**src/fbpa_pkg.sv**
```systemverilog
// ----------------------------------------------------------------------------
// fbpa_pkg
// Shared types, codes and helpers of the fixed block pool allocator.
// ----------------------------------------------------------------------------
package fbpa_pkg;

	localparam int ID_W   = 8;
	localparam int CNT_W  = 9;
	localparam int OFS_W  = 24;
	localparam int BSL_W  = 5;
	localparam logic [BSL_W-1:0] SH_MAX = 5'd16;

	typedef enum logic [1:0] {
		ST_OK       = 2'd0,
		ST_EMPTY    = 2'd1,
		ST_BAD_FREE = 2'd2
	} status_t;

	localparam logic FUNC_ALLOC = 1'b0;
	localparam logic FUNC_FREE  = 1'b1;

	localparam logic REG_POOL_BLOCKS     = 1'b0;
	localparam logic REG_BLOCK_SIZE_LOG2 = 1'b1;

	typedef struct packed {
		logic             pool_wr;
		logic [CNT_W-1:0] pool_wdata;
		logic [CNT_W-1:0] pool_blocks;
		logic [BSL_W-1:0] block_size_log2;
	} cfg_t;

	function automatic logic [CNT_W-1:0] eff_pool(logic [CNT_W-1:0] v, logic [CNT_W-1:0] lim);
		logic [CNT_W-1:0] n;
		n = v;
		if (n == '0)
			n = 9'd1;
		if (n > lim)
			n = lim;
		return n;
	endfunction

endpackage

```
**src/fixed_block_pool_allocator.sv**
```systemverilog
// A request is held in stage 1; its result is registered in m_tdata once the output is free.
// Requests do not overlap: the next is taken once the last has read and written the stack.
// A waiting result does not block the next request; a second one holds until it is taken.
// Reset: asynchronous, active low; the pool is empty of allocations, size 256, block 64 bytes.
// Writing pool_blocks empties the pool at once; no clearing pass is needed.
// ----------------------------------------------------------------------------
// fixed_block_pool_allocator
// LIFO free-list allocator of equal power-of-two blocks with error status.
// ----------------------------------------------------------------------------
module fixed_block_pool_allocator #(
	parameter int MAX_BLOCKS = 256
) (
	input  logic        clk,
	input  logic        arst_n,
	input  logic        s_tvalid,
	output logic        s_tready,
	input  logic [7:0]  s_tdata,   // [7:0] block_id
	input  logic        s_tuser,   // [0] func
	output logic        m_tvalid,
	input  logic        m_tready,
	output logic [47:0] m_tdata,   // [1:0] status, [9:2] granted_id,
	                               // [33:10] data_ofs, [42:34] free_count
	input  logic        psel,
	input  logic        penable,
	input  logic        pwrite,
	input  logic [2:0]  paddr,
	input  logic [31:0] pwdata,
	output logic [31:0] prdata,
	output logic        pready
);
	import fbpa_pkg::*;

	localparam int LIM = (MAX_BLOCKS < 256) ? MAX_BLOCKS : 256;
	localparam int AW  = $clog2(LIM);
	localparam logic [CNT_W-1:0] LIM_N = CNT_W'(LIM);

	cfg_t cfg;

	fbpa_cfg u_cfg (
		.clk     (clk),
		.arst_n  (arst_n),
		.psel    (psel),
		.penable (penable),
		.pwrite  (pwrite),
		.paddr   (paddr),
		.pwdata  (pwdata),
		.prdata  (prdata),
		.pready  (pready),
		.cfg     (cfg)
	);

	logic [ID_W-1:0]  stack_mem [LIM];
	logic             use_mem [LIM];
	logic [LIM-1:0]   vld_q;

	logic [CNT_W-1:0] depth_q, fresh_q, used_q;
	logic             s1_valid_q, func_s1;
	logic [ID_W-1:0]  id_s1, stk_rd_s1;
	logic             use_rd_s1, vld_rd_s1;
	logic             m_tvalid_q;
	logic [47:0]      m_tdata_q;

	logic             s_fire, ex;
	logic [AW-1:0]    stk_raddr, id_idx;
	logic [CNT_W-1:0] n, depth_d, fresh_d, used_d, fc;
	logic [ID_W-1:0]  granted;
	logic [OFS_W-1:0] ofs;
	logic [BSL_W-1:0] sh;
	status_t          status;
	logic             in_use, stk_we, use_we, use_wdata;
	logic [AW-1:0]    use_waddr;

	assign s_tready  = !s1_valid_q;
	assign s_fire    = s_tvalid & s_tready;
	assign ex        = s1_valid_q & (!m_tvalid_q | m_tready);
	assign stk_raddr = AW'(depth_q - 9'd1);
	assign id_idx    = s_tdata[AW-1:0];
	assign m_tvalid  = m_tvalid_q;
	assign m_tdata   = m_tdata_q;

	always_comb begin
		n         = eff_pool(cfg.pool_blocks, LIM_N);
		in_use    = use_rd_s1 & vld_rd_s1;
		depth_d   = depth_q;
		fresh_d   = fresh_q;
		used_d    = used_q;
		granted   = '0;
		status    = ST_OK;
		stk_we    = 1'b0;
		use_we    = 1'b0;
		use_wdata = 1'b0;
		use_waddr = id_s1[AW-1:0];
		if (func_s1 == FUNC_ALLOC) begin
			if (depth_q != '0) begin
				depth_d = depth_q - 9'd1;
				granted = stk_rd_s1;
			end else if (fresh_q != '0) begin
				fresh_d = fresh_q - 9'd1;
				granted = fresh_d[ID_W-1:0];
			end else begin
				status = ST_EMPTY;
			end
			if (status == ST_OK) begin
				used_d    = used_q + 9'd1;
				use_we    = 1'b1;
				use_wdata = 1'b1;
				use_waddr = granted[AW-1:0];
			end
		end else begin
			if (({1'b0, id_s1} >= n) || !in_use || (32'(depth_q) >= MAX_BLOCKS)) begin
				status = ST_BAD_FREE;
			end else begin
				stk_we  = 1'b1;
				use_we  = 1'b1;
				depth_d = depth_q + 9'd1;
				if (used_q != '0)
					used_d = used_q - 9'd1;
			end
		end
		sh  = (cfg.block_size_log2 > SH_MAX) ? SH_MAX : cfg.block_size_log2;
		ofs = OFS_W'(granted) << sh;
		fc  = (used_d <= n) ? (n - used_d) : '0;
	end

	always_ff @(posedge clk or negedge arst_n) begin
		if (!arst_n) begin
			s1_valid_q <= 1'b0;
			m_tvalid_q <= 1'b0;
			depth_q    <= '0;
			fresh_q    <= LIM_N;
			used_q     <= '0;
			vld_q      <= '0;
		end else begin
			if (cfg.pool_wr) begin
				depth_q <= '0;
				used_q  <= '0;
				fresh_q <= eff_pool(cfg.pool_wdata, LIM_N);
				vld_q   <= '0;
			end else if (ex) begin
				depth_q <= depth_d;
				fresh_q <= fresh_d;
				used_q  <= used_d;
				if (use_we)
					vld_q[use_waddr] <= 1'b1;
			end
			if (s_fire)
				s1_valid_q <= 1'b1;
			else if (ex)
				s1_valid_q <= 1'b0;
			if (ex)
				m_tvalid_q <= 1'b1;
			else if (m_tready)
				m_tvalid_q <= 1'b0;
		end
	end

	always_ff @(posedge clk) begin
		if (s_fire) begin
			func_s1   <= s_tuser;
			id_s1     <= s_tdata;
			stk_rd_s1 <= stack_mem[stk_raddr];
			use_rd_s1 <= use_mem[id_idx];
			vld_rd_s1 <= vld_q[id_idx];
		end
		if (ex && stk_we)
			stack_mem[depth_q[AW-1:0]] <= id_s1;
		if (ex && use_we)
			use_mem[use_waddr] <= use_wdata;
		if (ex)
			m_tdata_q <= {5'd0, fc, ofs, granted, status};
	end

`ifndef SYNTH
	a_conserve: assert property (@(posedge clk) disable iff (!arst_n)
		(10'(depth_q) + 10'(fresh_q) + 10'(used_q)) == 10'(n))
		else $error("free and used counts do not add up to the pool size");

	a_one_at_a_time: assert property (@(posedge clk) disable iff (!arst_n)
		s_fire |=> !s_tready)
		else $error("request taken while another is in flight");

	a_grant_range: assert property (@(posedge clk) disable iff (!arst_n)
		(ex && func_s1 == FUNC_ALLOC && status == ST_OK) |-> ({1'b0, granted} < n))
		else $error("granted block outside the pool");

	a_free_count: assert property (@(posedge clk) disable iff (!arst_n)
		(ex && func_s1 == FUNC_FREE && status == ST_OK && !cfg.pool_wr)
		|=> used_q == $past(used_q) - 9'd1)
		else $error("used count not decremented on free");

	a_result_out: assert property (@(posedge clk) disable iff (!arst_n)
		ex |=> m_tvalid)
		else $error("executed request produced no result");
`endif

endmodule

```
**src/fbpa_cfg.sv**
```systemverilog
// ----------------------------------------------------------------------------
// fbpa_cfg
// Register block of the pool allocator: pool size and block size log2.
// ----------------------------------------------------------------------------
module fbpa_cfg (
	input  logic              clk,
	input  logic              arst_n,
	input  logic              psel,
	input  logic              penable,
	input  logic              pwrite,
	input  logic [2:0]        paddr,
	input  logic [31:0]       pwdata,
	output logic [31:0]       prdata,
	output logic              pready,
	output fbpa_pkg::cfg_t    cfg
);
	import fbpa_pkg::*;

	logic [CNT_W-1:0] pool_q;
	logic [BSL_W-1:0] bsl_q;
	logic             wr;
	logic             reg_sel;

	assign pready  = 1'b1;
	assign wr      = psel & penable & pwrite;
	assign reg_sel = paddr[2];

	always_ff @(posedge clk or negedge arst_n) begin
		if (!arst_n) begin
			pool_q <= 9'd256;
			bsl_q  <= 5'd6;
		end else if (wr) begin
			case (reg_sel)
				REG_POOL_BLOCKS:     pool_q <= pwdata[CNT_W-1:0];
				REG_BLOCK_SIZE_LOG2: bsl_q  <= pwdata[BSL_W-1:0];
				default: ;
			endcase
		end
	end

	always_comb begin
		case (reg_sel)
			REG_POOL_BLOCKS:     prdata = {23'd0, pool_q};
			REG_BLOCK_SIZE_LOG2: prdata = {27'd0, bsl_q};
			default:             prdata = '0;
		endcase
	end

	assign cfg.pool_wr         = wr & (reg_sel == REG_POOL_BLOCKS);
	assign cfg.pool_wdata      = pwdata[CNT_W-1:0];
	assign cfg.pool_blocks     = pool_q;
	assign cfg.block_size_log2 = bsl_q;

endmodule

```
**config.mk**
```make
export PLATFORM = sky130hd
export DESIGN_NAME = fixed_block_pool_allocator
export DESIGN_NICKNAME = d
export VERILOG_FILES = /design/src/fbpa_pkg.sv /design/src/fixed_block_pool_allocator.sv /design/src/fbpa_cfg.sv
export SDC_FILE = /design/constraint.sdc
export NUM_CORES = 2
export LEC_CHECK = 0
export ABC_CLOCK_PERIOD_IN_PS = 16800
export BUFFER_PORTS_ARGS = -buffer_cell sky130_fd_sc_hd__clkbuf_2
export CAP_MARGIN = 40
export CORE_MARGIN = 2
export CORE_UTILIZATION = 60
export CTS_CLUSTER_DIAMETER = 80
export DETAILED_ROUTE_END_ITERATION = 16
export PLACE_DENSITY = 0.76
export SLEW_MARGIN = 5
export SYNTH_ARGS = -nofsm -noshare
export SYNTH_HDL_FRONTEND = slang
export SYNTH_SLANG_ARGS = --single-unit
```
**constraint.sdc**
```tcl
create_clock -name clk -period 16.8 [get_ports clk]
set_input_delay 1.68 -clock clk [delete_from_list [all_inputs] [get_ports clk]]
set_output_delay 1.68 -clock clk [all_outputs]
set_load 0.05 [all_outputs]
```
Word-level counts from Yosys, hierarchy flattened
Memory sizes are Yosys's and may differ from the RTL's. A register that Yosys moved wholly into a read port is not among the register bits.
Index checks and enable logic that the tools add are counted.
{ "totals": {"out_inout_bits": 83, "mem_bits_rw": 2304, "memories": 2, "ff_bits": 352} }
{ "op_classes": {"eq_ne": 3, "n_shift": 1, "magnitude_cmp": 9, "reduce_logical": 25, "bitwise": 9, "n_addsub": 6, "n_mux": 53} }
{ "memory_table": {"columns": ["memory", "words", "width", "rd", "rd_clocked_by_memory_dff", "write_ports", "line_no", "rtl"], "rows": [
  ["stack_mem", 256, 8, 1, 1, 1, "fixed_block_pool_allocator.sv:52", "logic [ID_W-1:0] stack_mem [LIM];"],
  ["use_mem", 256, 1, 1, 1, 1, "fixed_block_pool_allocator.sv:53", "logic use_mem [LIM];"]
]} }
{ "op_table": {"columns": ["operator", "count"], "rows": [
  ["2-to-1 mux 256 bit", 3],
  ["bitwise OR 256 bit", 1],
  ["2-to-1 mux 9 bit", 21],
  ["case mux 32 bit (2 select lines)", 1],
  ["2-to-1 mux 8 bit", 5],
  ["nonzero test 9 bit", 3],
  ["subtractor 9 x 1 -> 9 bit (second input constant)", 3],
  ["left shift 8 x 5 -> 24 bit", 1],
  ["adder 9 x 1 -> 9 bit (second input constant)", 2],
  ["> comparator 9 bit (second input constant)", 2],
  ["zero test 9 bit", 2],
  ["less-than comparator 8 x 9 -> 1 bit (second input constant)", 2],
  ["2-to-1 mux 1 bit", 17],
  ["nonzero test 2 bit", 5],
  [">= comparator 8 x 9 -> 1 bit", 1],
  [">= comparator 9 bit (second input constant)", 1],
  ["less-or-equal comparator 9 bit", 1],
  ["subtractor 9 bit", 1],
  ["binary-select mux 1 bit (select 8 bit)", 1],
  ["demux 1 bit (select 8 bit)", 1],
  [">= comparator 8 x 1 -> 1 bit (second input constant)", 1],
  ["bitwise AND 1 bit", 6],
  ["2-to-1 mux 2 bit", 3],
  ["AND reduction 2 bit", 3],
  ["13 further kinds", 19]
]} }

Logic depth before layout (Yosys ltp)
{ "depth": {"depth_word": 15, "ltp_mapped": 23} }

Cells and area by module
A second synthesis with hierarchy kept.
{ "hier_totals": {"hier_cells": 5497, "hier_area_um2": 107963.5} }
{ "modules_own_cells": {"columns": ["mod", "n_inst", "cells_each", "seq_area_each_um2", "area_per_inst_um2"], "rows": [
  ["fixed_block_pool_allocator", 1, 5421, 78181.2, 107058.9],
  ["fbpa_cfg", 1, 76, 354.1, 904.6]
]} }

Least setup slack after synthesis
OpenSTA, ideal clock, no wires.
{ "synth_path": {"path_kind": "reg-to-reg", "start": "reg id_s1[3]", "end": "reg m_tdata_q[35] (netlist: m_tdata[35]) (data pin)", "stages_incl_launch_ff": 17, "t_required_ns": 16.508, "setup_time_ns": 0.292, "synth_period_minus_slack_ns": 7.334, "arrival_time_ns": 7.042, "path_slack_ns": 9.466, "path_cell_list": "edfxtp_1 -> ha_1 -> a21o_1 -> a21o_1 -> o2111ai_1 -> a21oi_1 -> nor3_1 -> o21ai_0 -> a221o_1 -> ha_1 -> nor2b_1 -> o21ai_0 -> a21boi_0 -> o21ai_0 -> a21oi_1 -> o211ai_1 -> a21boi_0"} }
{ "synth_via": {"elab_chain_len": 6, "word_cells_on_any_way": 7, "classes_between": "add/sub: 1; order compare: 2; mux: 2; reduce/logical: 2"} }
{ "synth_rtl": {"columns": ["item", "line_no", "rtl"], "rows": [
  ["start: declaration", "fixed_block_pool_allocator.sv:58", "logic [ID_W-1:0] id_s1, stk_rd_s1;"],
  ["start signal: assignment", "fixed_block_pool_allocator.sv:160", "id_s1 <= s_tdata;"],
  [">= comparator 8 x 9 -> 1 bit *", "fixed_block_pool_allocator.sv:110", "if (({1'b0, id_s1} >= n) || !in_use || (32'(depth_q) >= MAX_BLOCKS)) begin"],
  ["logical OR 1 bit * (2 in a row)", "fixed_block_pool_allocator.sv:110", null],
  ["2-to-1 mux 9 bit *", "fixed_block_pool_allocator.sv:110", null],
  ["2-to-1 mux 9 bit *", "fixed_block_pool_allocator.sv:93", "if (func_s1 == FUNC_ALLOC) begin"],
  ["subtractor 9 bit or less-or-equal comparator 9 bit (tied branches)", "fixed_block_pool_allocator.sv:122", "fc = (used_d <= n) ? (n - used_d) : '0;"],
  ["end signal: assignment", "fixed_block_pool_allocator.sv:170", "m_tdata_q <= {5'd0, fc, ofs, granted, status};"],
  ["end: declaration", "fixed_block_pool_allocator.sv:61", "logic [47:0] m_tdata_q;"]
]} }
Mark *: on every way between the ends. The rest lies on a longest branch, timed or not.
A chain may end at the register's enable or synchronous reset.

Final worst setup path
{ "layout_path": {"start": "reg depth_q[0]", "end": "reg m_tdata_q[35] (netlist: m_tdata[35]) (data pin)"} }
{ "layout_via": {"elab_chain_len": 7, "word_cells_on_any_way": 11, "classes_between": "add/sub: 1; order compare: 2; mux: 5; reduce/logical: 3"} }
{ "layout_rtl": {"columns": ["item", "line_no", "rtl"], "rows": [
  ["start: declaration", "fixed_block_pool_allocator.sv:56", "logic [CNT_W-1:0] depth_q, fresh_q, used_q;"],
  ["start signal: assignment", "fixed_block_pool_allocator.sv:140", "depth_q <= depth_d;"],
  ["parallel branches: the longest is 5 deep, another holds >= comparator 9 bit", null, null],
  ["2-to-1 mux 9 bit *", "fixed_block_pool_allocator.sv:93", null],
  ["subtractor 9 bit or less-or-equal comparator 9 bit (tied branches)", "fixed_block_pool_allocator.sv:122", null]
]} }
Mark *: on every way between the ends. The select of a mux whose other input is x is not followed.

==> summary.md <==
| Metric | Value |
|---|---|
| Cell Chain, Critical Path | buf_16, inv_1, ha_4, nor2b_1, nand3_4, o21ai_2, inv_6, nand4_1, o31ai_1, mux2_2, ha_1, nand4_1, nor2_1, a221oi_1, a21boi_0 |
| Post-layout util | 0.671 |
| Port Buffers | 79 |
| Vias in the first global route | 57.9k |
| Drt first pass iters | 6 |
| Seq/Total Area, Yosys | 0.723 |
| Mapped Avg Cell Area | 19.2 µm² |
| Resized Gates After CTS | 0 |
| Final ANT Viol Nets | 0 |
| Setup_tns | 0 ns |
| Critical path endpoint category | flop |
| Primary FF master, synth | edfxtp_1 |
| FMAX | 165 MHz |
| Ports | 134 |
| TritonCTS buffer count | 282 |
| Slew margin rel. | 0.174 |
| Critical Path RT | 17.36 ns |
| Gr usage total | 0.292 |
| Final setup viols | 0 |
| Final hold violation count | 0 |
| Placement Setup Slack | 10.86 ns |
| Post-CTS Setup Bufs | 0 |
| RSZ-0062 raised after global routing | no |
| TritonCTS clock tree | yes |
| Bufs on Longest Clock Path | 4 |
| Worst Path Max Fanout | 113 |
| Status | finished, final reports clean |
| CTS Hold Buffers Added | 0 |
| H-tree levels | 5 |
| Sequential power share | 0.367 |
| Cell variety after synth | 86 |
| Switching part of the total | 0.334 |
| Clock share of power | 0.283 |
| P_int | 14100 µW |
| Drt drc | 0 |
| Synth Warn # | 0 |
| Async SR Flop Fraction | 0.112 |
| P_sw | 7090 µW |
| Chip Height | 429 µm |
| Cells after Synth | 5658 |
| Root buffer cell | clkbuf_16 |
| Largest net degree at the start of global routing | 260 |
| Vias | 57.9k |
| Min Tclk post-route | 6.05 ns |
| Row cnt | 156 |
| HPWL after DPL | 148000 µm |
| Initial core utilization | 0.602 |
| CTS Sinks | 2665 |
| FF+latch count, synth | 2665 |
| Power density over cell area | 175 nW/µm² |
| Worst skew pair latency | 0.96 ns |
| Worst slew pin tran | 1.24 ns |
| Slowest-stage cell, CP | a221oi_1 |
| Initial antenna violation count | 3 |
| Mapped Area | 109000 µm² |
| Tightest Hold Check Type | reg2reg |
| MaxCap Viol Count | 0 |
| Wire length per cell | 32.0 µm |
| Die ar. | 184000 µm² |
| CP Data Arrival Time | 6.61 ns |
| Max stage delay on crit path | 0.81 ns |
| Slew Viols, Final | 0 |
| Fin crit share | 0.360 |
| Grt total ovfl | 0 |
| Drt total wl | 267000 µm |
| Post-synth EDFFs | 2366 |
| Leakage | 0.0389 µW |
| Setup crit start kind | flop |
| Most common cell type on the critical path | nand4_1 |
| Setup Skew | 0.0825 ns |
| Worst setup margin | 10.75 ns |
| Routability cong. | 0.862 |
| Synthesis-to-layout area growth | 11.5% |
| Nets | 5861 |
| CP Class | reg2reg |
| DRT iter0 DRCs | 8380 |
| Clock transition at path regs | 0.06 ns |
| First-pass GRT wire length | 394000 µm |
| Total Power | 21200 µW |
| Fill cells | 11.1k |
| Logic pwr share | 0.350 |
| Die W | 429 µm |
| Core area | 180000 µm² |
| Ratio of cells with drive above 1 in the final layout | 0.256 |
| Peak VDD IR | 0.274 mV |
| DR vias/cell | 6.93 |
## metal layers
layer | up-vias | share of wire | track usage
met1 | 30296 | 0.37 | 0.417
met2 | 3686 | 0.49 | 0.459
met3 | 611 | 0.10 | 0.0534
li1 | 23295 | - | -
met5 | - | 0.000090 | 0
met4 | 4 | 0.041 | 0.110
## critical path: cells and delay by family, from the launching register on
| kind | cells | cell delay, ns |
|---|---|---|
| buf+inv | 3 | 0.90 |
| simple gates | 5 | 1.21 |
| mux | 1 | 0.32 |
| compound gates | 4 | 2.06 |
| flops | 1 | 0.58 |
| fa+ha+maj | 2 | 0.57 |
## final cells by class
| cell class | instances | area (µm²) | area share |
|---|---|---|---|
| well taps | 2370 | 2970 | 0.0245 |
| clock inverters | 116 | 1080 | 0.00891 |
| clock buffers | 361 | 7660 | 0.0633 |
| multi-input cells | 2553 | 28200 | 0.233 |
| inverters | 36 | 140 | 0.00116 |
| repair buffers | 246 | 2430 | 0.0201 |
| diodes | 1 | 2.50 | 0.0000207 |
| flip-flops and latches | 2665 | 78500 | 0.649 |
## through the flow
stage	area [µm²]	hold WS (ns)	instances
after floorplan	109000	0.443	5685
after global placement	111000	0.453	7806
after detailed placement	112000	0.462	7863
after CTS	121000	0.475	8340
after global routing	121000	0.500	8347
final	121000	0.471	8348
## power groups by stage
stage	clock (µW)	sequential, µW	combinational [µW]
after CTS	6040	7780	7380
after global placement	0	7930	6950
final	6000	7780	7410
after global routing	6280	7800	7700
after detailed placement	0	7910	7250
after floorplan	0	8160	4530
## kinds of logic (layout without fill, tap and decap cells)
group	after synthesis	after routing	share of synthesized area
buffers and inverters	467	759	0.0188
adders and majority gates	26	26	0.00307
muxes	821	821	0.168
xor gates and xnor gates	29	29	0.00234
DFF	2665	2665	0.723
other	2	30	0.0000692
AOI/OAI and AO/OA	557	557	0.0371
and+or+nand+nor	1091	1091	0.0471
## synth_stat cells (all sizes together), types with 13 or more instances
cell	n	area, µm²
a22oi	25	188
ha	25	313
clkbuf	251	942
mux2	13	146
nor4	26	178
a221o	17	170
a31oi	17	106
nor2	435	1640
buf	180	968
inv	34	128
dfrtp	295	7380
nor3	147	892
o21ai	137	727
a22o	129	1130
xor2	17	149
mux4	800	18000
or2	15	96.3
a21oi	50	250
o31ai	71	533
nand4	42	290
nand2b	17	106
nand2	277	1040
edfxtp	2366	71000
nand3	41	233
nor2b	26	163
nand3b	18	160
a221oi	18	164
## registers in the layout, summed over array words and instances (netlist names), 5 cells and up
| register | flops |
|---|---|
| vld_q | 256 |
| m_tdata | 43 |
| u_cfg.bsl_q | 5 |
| id_s1 | 8 |
| used_q | 9 |
| fresh_q | 9 |
| stack_mem | 2048 |
| depth_q | 9 |
| use_mem | 256 |
| stk_rd_s1 | 8 |
| u_cfg.pool_q | 9 |
## path summary, 6_finish.rpt
path,startpoint,end,slack [ns],depth (start not counted)
max,depth_q[0],m_tdata[35],10.75,15
min,vld_q[238],vld_q[238],0.47,2
max reg2reg,depth_q[0],m_tdata[35],10.75,15
min reg2reg,vld_q[238],vld_q[238],0.47,2
max in group asynchronous,arst_n,vld_q[143],14.49,2
min in group asynchronous,arst_n,vld_q[205],0.91,1
## cells in the final DEF, fill, tap and decap left out, types with 36 or more instances in the layout
master,instances
clkbuf_1,60
nand2_1,274
dfrtp_1,294
o21ai_0,105
clkinv_1,52
clkbuf_2,76
clkbuf_16,292
nand4_1,39
edfxtp_1,2366
a21oi_1,49
nor3_1,110
nor3_2,36
a22o_1,129
nor2_1,431
buf_4,108
o31ai_1,71
mux4_2,800
Power figures use the tool's default switching activity.
